### src/rtl/lc3_instruction_executor_macros.svh
// Assertion helpers for the LC-3 executor
`ifndef LC3_INSTRUCTION_EXECUTOR_MACROS_SVH
`define LC3_INSTRUCTION_EXECUTOR_MACROS_SVH
`ifndef SYNTHESIS
`define LC3_ASSERT_IMP(label, clk, rst, a, c) \
  label: assert property (@(posedge clk) disable iff (rst) (a) |-> (c)) \
    else $error("lc3 executor assertion failed");
`define LC3_ASSERT_NXT(label, clk, rst, a, c) \
  label: assert property (@(posedge clk) disable iff (rst) (a) |=> (c)) \
    else $error("lc3 executor assertion failed");
`else
`define LC3_ASSERT_IMP(label, clk, rst, a, c)
`define LC3_ASSERT_NXT(label, clk, rst, a, c)
`endif
`endif

### src/rtl/lc3_pkg.sv
`default_nettype none
package lc3_pkg;
  localparam int ADDR_BITS_DEF = 16;
  localparam logic [1:0] CMD_WRITE = 2'd0;
  localparam logic [1:0] CMD_EXEC  = 2'd1;
  localparam logic [1:0] CMD_READ  = 2'd2;
  localparam logic [1:0] CMD_REG   = 2'd3;
  localparam logic [1:0] EV_NONE = 2'd0;
  localparam logic [1:0] EV_PRIV = 2'd1;
  localparam logic [1:0] EV_ILL  = 2'd2;
  localparam logic [1:0] EV_KBD  = 2'd3;
  localparam logic [1:0] ALU_ADD  = 2'd0;
  localparam logic [1:0] ALU_AND  = 2'd1;
  localparam logic [1:0] ALU_NOT  = 2'd2;
  localparam logic [1:0] ALU_PASS = 2'd3;
  localparam logic [3:0] OP_BR = 4'h0, OP_ADD = 4'h1, OP_LD = 4'h2, OP_ST = 4'h3,
    OP_JSR = 4'h4, OP_AND = 4'h5, OP_LDR = 4'h6, OP_STR = 4'h7, OP_RTI = 4'h8,
    OP_NOT = 4'h9, OP_LDI = 4'hA, OP_STI = 4'hB, OP_JMP = 4'hC, OP_LEA = 4'hE,
    OP_TRAP = 4'hF;
  localparam logic [15:0] KBSR_ADDR  = 16'hFE00;
  localparam logic [15:0] TABLE_BASE = 16'h0100;
  localparam logic [7:0]  KBD_VECTOR = 8'h80;
  localparam logic [15:0] STACK_INIT = 16'h2FFF;
  localparam logic [15:0] PSR_RESET  = 16'h0002;
  typedef struct packed {
    logic [1:0]  command;
    logic [15:0] address;
    logic [15:0] data;
  } in_item_t;
  typedef struct packed {
    logic [15:0] pc_now;
    logic [15:0] status_word;
    logic [15:0] read_value;
    logic [1:0]  event_code;
  } out_item_t;
  typedef struct packed {
    logic        we;
    logic [15:0] addr;
    logic [15:0] wdata;
  } mem_req_t;
endpackage
`default_nettype wire

### src/rtl/lc3_alu.sv
`default_nettype none
// shared 16-bit unit: add, and, not, pass
module lc3_alu import lc3_pkg::*; (
  input  wire logic [1:0]  op,
  input  wire logic [15:0] a,
  input  wire logic [15:0] b,
  output logic [15:0]      y
);
  always_comb begin
    case (op)
      ALU_ADD: y = a + b;
      ALU_AND: y = a & b;
      ALU_NOT: y = ~a;
      default: y = a;
    endcase
  end
endmodule
`default_nettype wire

### config.mk
export PLATFORM = sky130hd
export DESIGN_NAME = lc3_alu
export DESIGN_NICKNAME = d
export VERILOG_FILES = /design/src/rtl/lc3_instruction_executor_macros.svh /design/src/rtl/lc3_pkg.sv /design/src/rtl/lc3_alu.sv
export SDC_FILE = /design/constraint.sdc
export NUM_CORES = 1
export LEC_CHECK = 0
export BUFFER_PORTS_ARGS = -buffer_cell sky130_fd_sc_hd__buf_2
export CORE_MARGIN = 4
export CORE_UTILIZATION = 45
export DETAILED_ROUTE_END_ITERATION = 8
export GPL_ROUTABILITY_DRIVEN = 1
export PLACE_DENSITY = 0.78
export SETUP_SLACK_MARGIN = 0.02
export SLEW_MARGIN = 20
export SYNTH_ARGS = -nofsm -noshare
export SYNTH_HDL_FRONTEND = slang
export SYNTH_SLANG_ARGS = --single-unit
### constraint.sdc
create_clock -name vclk -period 3.7
set_input_delay 0.925 -clock vclk [all_inputs]
set_output_delay 0.925 -clock vclk [all_outputs]
set_load 0.05 [all_outputs]
==> summary.md, run 1 <==
| Metric | Value |
|---|---|
| Setup crit start | `a[0]` |
| Worst Hold Class | `in2out` |
| Final Critical Period | `3920 ps` |
| Synth top cells by count | `a21oi_1, ha_1, nor2_1, xor2_1, nand2_1` |
| CP arrival | `3000 ps` |
| Post-synth net total | `around 220` |
| Critical path's top delay family | `compound AO/OA/AOI/OAI gates` |
| Core area | `roughly 2700 um2` |
| WHS | `2360 ps` |
| WL/cell | `between 15 and 20 um` |
| Layout cell share with drive strength beyond 1 | `55.4%` |
| Net count, final | `320` |
| Failing checks | `setup timing` |
| Num sequential | `0` |
| # DRC | `0` |
| # hold bufs at CTS | `0` |
| Setup CP Type | `in2out` |
| Initial Util | `a little under half` |
| RSZ-0062 raised after global routing | `yes` |
| First-pass GRT wire length | `about 7200 um` |
| Sequential cell area | `0 um2` |
| Largest net degree at the start of global routing | `31` |
| Gpl congestion | `0.852` |
| Worst Setup End Kind | `output port` |
| Post-DP HPWL | `3220 um` |
| DR iter-0 viols | `118` |
| CP Depth | `11` |
| I/O pin count | `50` |
| P&R area growth vs syn | `78.1%` |
| Pleak | `1.05 nW` |
| Final setup fails | `7` |
| Post-synthesis cell count | `173` |
| Synth area leader | `ha_1` |
| Initial antenna violation count | `0` |
| Setup slack after layout | `-224 ps` |
| Pre-CTS WS | `-364 ps` |
| Row cnt | `19` |
| Max cap viols | `0` |
| Post-Route WL | `4970 um` |
| Top cell type's share of synthesized area | `~16%` |
| Via/cell ratio | `5.87` |
| Ranking of synthesized cells by area | `ha_1, xor2_1, a21oi_1` |
| Vias in the first global route | `1618` |
| Fin crit share | `106%` |
| Cell Area, Synth | `1270 um2` |
| # diodes | `0` |
| Crit-path slowest cell | `mux2_4` |
| Mean area per synthesized cell | `7.34 um2` |
| CLK BUF | `0` |
| Vias | `1750` |
| Max Slew Vio Count | `0` |
| Worst-margin pin slew | `471 ps` |
| Status | `complete, but fails checks` |
| Yosys warnings | `0` |
| Worst vdd ir | `201 uV` |
| Cell variety after synth | `49` |
| Die Wd | `roughly 61 um` |
| Total negative setup slack | `-904 ps` |
| Die Y | `between 60 and 70 um` |
| Die footprint | `3740 um2` |
| Worst EP required | `2770 ps` |
| Total Routing Usage GR | `24.4%` |
| Most common cell in the netlist | `a21oi_1` |
| Startpoint Class | `input pin` |
| CP max FO | `2` |
| Pwr Density | `219 nW/um2` |
| Gr ovfl total | `0` |
| Critical path cell sequence | `buf_8, ha_4, inv_2, fa_2, nor2b_4, o31a_4, o31a_4, a31oi_4, mux2_4, a221oi_4, buf_6` |
| Seq/Total Area, Yosys | `0%` |
| Largest stage delay, worst path | `around 330 ps` |
| Max-slew headroom | `68.3%` |
| Highest achievable clock rate | `255 MHz` |
| Critical Path Sink | `y[14]` |
| WP buf/inv | `3` |
| Cell repeated most along the worst path | `o31a_4` |
| DRT Pass-1 Iters | `4` |
| Final hold violation count | `0` |
| DRT antenna net count | `0` |
| Number of port buffers | `50` |
-- area by class of cell --
cell class | count | area [um2]
Timing Repair Buffer | 102 | 726
Fill cell | 154 | 472
Multi-Input combinational cell | 160 | 1480
Inverter | 5 | 18.8
Tap cell | 31 | 38.8
-- how the worst min path moves through the flow --
stage	start	end	depth (start not counted)
after floorplan	a[6]	y[6]	3
final	a[6]	y[6]	6
after detailed placement	a[6]	y[6]	6
after CTS	a[6]	y[6]	6
after global placement	a[6]	y[6]	6
after global routing	a[6]	y[6]	6
-- kinds of logic (layout without fill, tap and decap cells) --
group | after synthesis | count (layout) | synth area share, %
AO/OA/AOI/OAI | 68 | 68 | 37.3
AND/OR/NAND/NOR | 48 | 48 | 19.3
XOR/XNOR | 22 | 22 | 15.2
adder cells (fa/ha/maj) | 17 | 17 | 17.3
buffers and inverters | 13 | 107 | 6.80
multiplexers | 5 | 5 | 4.04
-- per-stage QoR --
step | power, mW | instance area (um2) | utilization, % | cells
after floorplan | 0.285 | 1400 | - | 173
after global routing | 0.525 | 2260 | 82.7 | 298
after detailed placement | 0.407 | 1970 | 71.9 | 292
final | 0.496 | 2260 | 82.7 | 298
after global placement | 0.400 | 1970 | 71.9 | 292
after CTS | 0.458 | 2170 | 79.4 | 297
-- tightest hold or removal path, stage by stage --
cell and delay [ps]:
buf_2 90, buf_4 100, xnor2_1 50, nand2_1 70
o21ai_2 60, buf_6 150
-- where the power goes --
part / internal (mW) / total [mW] / switching (mW)
Sequential: 0 / 0 / 0
Combinational: 0.217 / 0.496 / 0.279
Clock: 0 / 0 / 0
-- cells in the final DEF, fill, tap and decap left out, types with 2 or more instances in the layout --
| cell type | n |
|---|---|
| a211oi_1 | 6 |
| a21o_1 | 5 |
| a21oi_1 | 17 |
| a21oi_2 | 3 |
| a221oi_4 | 3 |
| a31oi_4 | 2 |
| buf_2 | 37 |
| buf_4 | 52 |
| buf_6 | 12 |
| ha_1 | 14 |
| ha_4 | 2 |
| inv_1 | 4 |
| mux2i_1 | 4 |
| nand2_1 | 11 |
| nand3_1 | 3 |
| nor2_1 | 14 |
| nor2b_1 | 2 |
| o211ai_1 | 2 |
| o21a_1 | 2 |
| o21ai_0 | 4 |
| o21ai_1 | 2 |
| o21ai_2 | 2 |
| o21ai_4 | 3 |
| o31a_4 | 2 |
| or2_2 | 2 |
| or3_1 | 3 |
| xnor2_1 | 5 |
| xnor2_2 | 3 |
| xor2_1 | 12 |
| xor2_2 | 2 |
-- repair_timing --
item / in CTS / in global routing
setup endpoints to repair: 10 / 11
setup buffers: 6 / 3
hold endpoints to repair: 0 / 0
pin swaps: 10 / 11
resized for setup: 41 / 16
-- per-layer routing --
layer / vias to the layer above / routed length, um / part of all wire, % / track usage (%)
met5: - / 0 / 0 / 0
met4: 0 / 68 / 1.4 / 2.17
met3: 8 / 332 / 6.7 / 0.629
met2: 73 / 2540 / 51 / 45.2
met1: 826 / 2030 / 41 / 32.5
li1: 843 / - / - / -
Note: power is estimated with default switching activity, not from simulation.
==> run 2: changes to the inputs <==
--- a/config.mk
+++ b/config.mk
@@ -5,14 +5,12 @@
 export SDC_FILE = /design/constraint.sdc
 export NUM_CORES = 1
 export LEC_CHECK = 0
-export BUFFER_PORTS_ARGS = -buffer_cell sky130_fd_sc_hd__buf_2
 export CORE_MARGIN = 4
-export CORE_UTILIZATION = 45
+export CORE_UTILIZATION = 35
 export DETAILED_ROUTE_END_ITERATION = 8
+export DONT_BUFFER_PORTS = 1
 export GPL_ROUTABILITY_DRIVEN = 1
-export PLACE_DENSITY = 0.78
 export SETUP_SLACK_MARGIN = 0.02
-export SLEW_MARGIN = 20
 export SYNTH_ARGS = -nofsm -noshare
 export SYNTH_HDL_FRONTEND = slang
 export SYNTH_SLANG_ARGS = --single-unit
==> run 2 against run 1 <==
Net effect:
- the flow still finishes with violations (setup timing)
- first-iteration DRC count decreased by 61%
- sequential cell count unchanged
- setup slack improved by 69 ps
- global-route usage decreased by 6.9 points
- design area decreased by 18%
- utilization decreased by 28 points
- critical endpoint unchanged
==> summary.md, run 2 (synthesis results as in run 1) <==
| Metric | Value |
|---|---|
| Clock Power Share | `0% (about the same)` |
| Post-DP HPWL | `3210 um (was 3220 um)` |
| Cell repeated most along the worst path | `o31a_4 (unchanged)` |
| Core area | `3420 um2 (was 2730 um2)` |
| Final Total Pwr | `0.427 mW (was 0.496 mW)` |
| Pleak | `0.776 nW (was 1.05 nW)` |
| Vias | `1424 (was 1750)` |
| Switch share | `54.3% (was 56.2%)` |
| Row cnt | `21 (was 19)` |
| Worst vdd ir | `111 uV (was 201 uV)` |
| P&R area growth vs syn | `46.4% (was 78.1%)` |
| Gr ovfl total | `0 (unchanged)` |
| Final hold violation count | `0 (unchanged)` |
| Die footprint | `4660 um2 (was 3740 um2)` |
| Vias in the first global route | `1469 (was 1618)` |
| Num sequential | `0 (unchanged)` |
| Via/cell ratio | `5.74 (was 5.87)` |
| Critical path's top delay family | `compound AO/OA/AOI/OAI gates (unchanged)` |
| Largest stage delay, worst path | `330 ps (about the same)` |
| Critical path cell sequence | `ha_4, inv_2, fa_2, nor2b_4, o31a_4, o31a_4, a31oi_4, mux2_4, a221oi_4, buf_12 (was buf_8, ha_4, inv_2, fa_2, nor2b_4, o31a_4, o31a_4, a31oi_4, mux2_4, a221oi_4, buf_6)` |
| GR peak layer | `met2 (unchanged)` |
| Max cap viols | `0 (unchanged)` |
| WL/cell | `16.0 um (was 16.7 um)` |
| Logic pwr share | `100.0% (about the same)` |
| Largest net degree at the start of global routing | `39 (was 31)` |
| Number of port buffers | `0 (was 50)` |
| Status | `complete, but fails checks (unchanged)` |
| Initial antenna violation count | `0 (unchanged)` |
| Gpl congestion | `0.901 (was 0.852)` |
| Filler cell count | `321 (was 154)` |
| I/O pin count | `50 (unchanged)` |
| Setup slack after layout | `-155 ps (was -224 ps)` |
| Max Slew Vio Count | `0 (unchanged)` |
| Met3 usage | `0.493% (was 0.629%)` |
| Final setup fails | `3 (was 7)` |
| RSZ-0062 raised after global routing | `yes (unchanged)` |
| DRT antenna net count | `0 (unchanged)` |
| # diodes | `0 (unchanged)` |
| Startpoint Class | `input pin (unchanged)` |
| Pwr Density | `230 nW/um2 (was 219 nW/um2)` |
| Max-slew headroom | `72.4% (was 68.3%)` |
| Die Y | `68.2 um (was 61.1 um)` |
| First-pass GRT wire length | `6560 um (was 7220 um)` |
| Worst-margin pin slew | `412 ps (was 471 ps)` |
| Fin crit share | `104% (was 106%)` |
| Reg power frac | `0% (about the same)` |
| # DRC | `0 (unchanged)` |
| Commonest non-fill, non-tap cells in the layout | `buf_4, a21oi_1, nor2_1, ha_1, xor2_1 (was buf_4, buf_2, a21oi_1)` |
| Post-Route WL | `3980 um (was 4970 um)` |
| Post-layout instance count excluding filler cells | `248 (was 298)` |
| Final Critical Period | `3850 ps (was 3920 ps)` |
| Net count, final | `255 (was 320)` |
| Placed cell count | `244 (was 292)` |
| Initial Util | `37.2% (was 46.5%)` |
| Worst Setup End Kind | `output port (unchanged)` |
| Total negative setup slack | `-186 ps (was -904 ps)` |
| WHS | `2050 ps (was 2360 ps)` |
| Most common cell after layout, fill and taps aside | `buf_4 (unchanged)` |
| Sw power | `0.232 mW (was 0.279 mW)` |
| Setup CP Type | `in2out (unchanged)` |
| Met2 usage | `33.2% (was 45.2%)` |
| DR iter-0 viols | `46 (was 118)` |
| Worst EP required | `2770 ps (about the same)` |
| Pre-CTS WS | `-147 ps (was -364 ps)` |
| Crit-path slowest cell | `mux2_4 (unchanged)` |
| Die Wd | `68.2 um (was 61.1 um)` |
| Highest achievable clock rate | `259 MHz (was 255 MHz)` |
| CLK BUF | `0 (unchanged)` |
| CP arrival | `2930 ps (was 3000 ps)` |
| Worst Hold Class | `in2out (unchanged)` |
| Sequential cell area | `0 um2 (unchanged)` |
| Layout cell share with drive strength beyond 1 | `36.1% (was 55.4%)` |
| Internal power | `0.195 mW (was 0.217 mW)` |
| Failing checks | `setup timing (unchanged)` |
| CP max FO | `2 (unchanged)` |
| Total Routing Usage GR | `17.5% (was 24.4%)` |
| DRT Pass-1 Iters | `4 (unchanged)` |
| WP buf/inv | `2 (was 3)` |
| Met1 Resource Use GR | `23.0% (was 32.5%)` |
[run 2: changes by cell type in the layout (fill, tap and decap cells not counted), moves of 2 or more]
cell	delta
buf_12	+8
buf_2	-37
buf_4	-26
buf_6	-9
o21ai_4	-2
[run 2: timing repair]
action                                  4_1_cts  5_1_grt
endpoints found under the setup margin        7       11
hold buffers                                  0        0
resized for setup                             6       13
pin swaps                                     5        9
setup buffers                                 2        3
[run 2: layer usage]
metal / vias up / routed length, um
li1: 714 / -
met1: 676 / 1710
met2: 34 / 2090
met3: 0 / 175
met4: 0 / 0
met5: - / 0
[run 2: layout make-up]
type,count,area (um2),share of cell area [%]
Multi-Input combinational cell,160,1390,75.0
Inverter,5,18.8,1.01
Tap cell,46,57.6,3.10
Timing Repair Buffer,37,389,20.9
[run 2: per-stage QoR]
stage	util (%)	instance area [um2]
floorplan	-	1400
global placement	50.8	1740
detailed placement	50.8	1740
CTS	52.1	1780
global route	54.4	1860
finish	54.4	1860
[run 2: path summary, 6_finish.rpt]
path	start	cells after the start	end
setup / recovery	a[0]	10	y[14]
hold / removal	op[1]	2	y[6]
[run 2: power by group through the flow]
stage                     Sequential, mW  Combinational [mW]  Clock [mW]
after detailed placement               0               0.399           0
after floorplan                        0               0.285           0
after global placement                 0               0.391           0
after global routing                   0               0.457           0
final                                  0               0.427           0
after CTS                              0               0.410           0
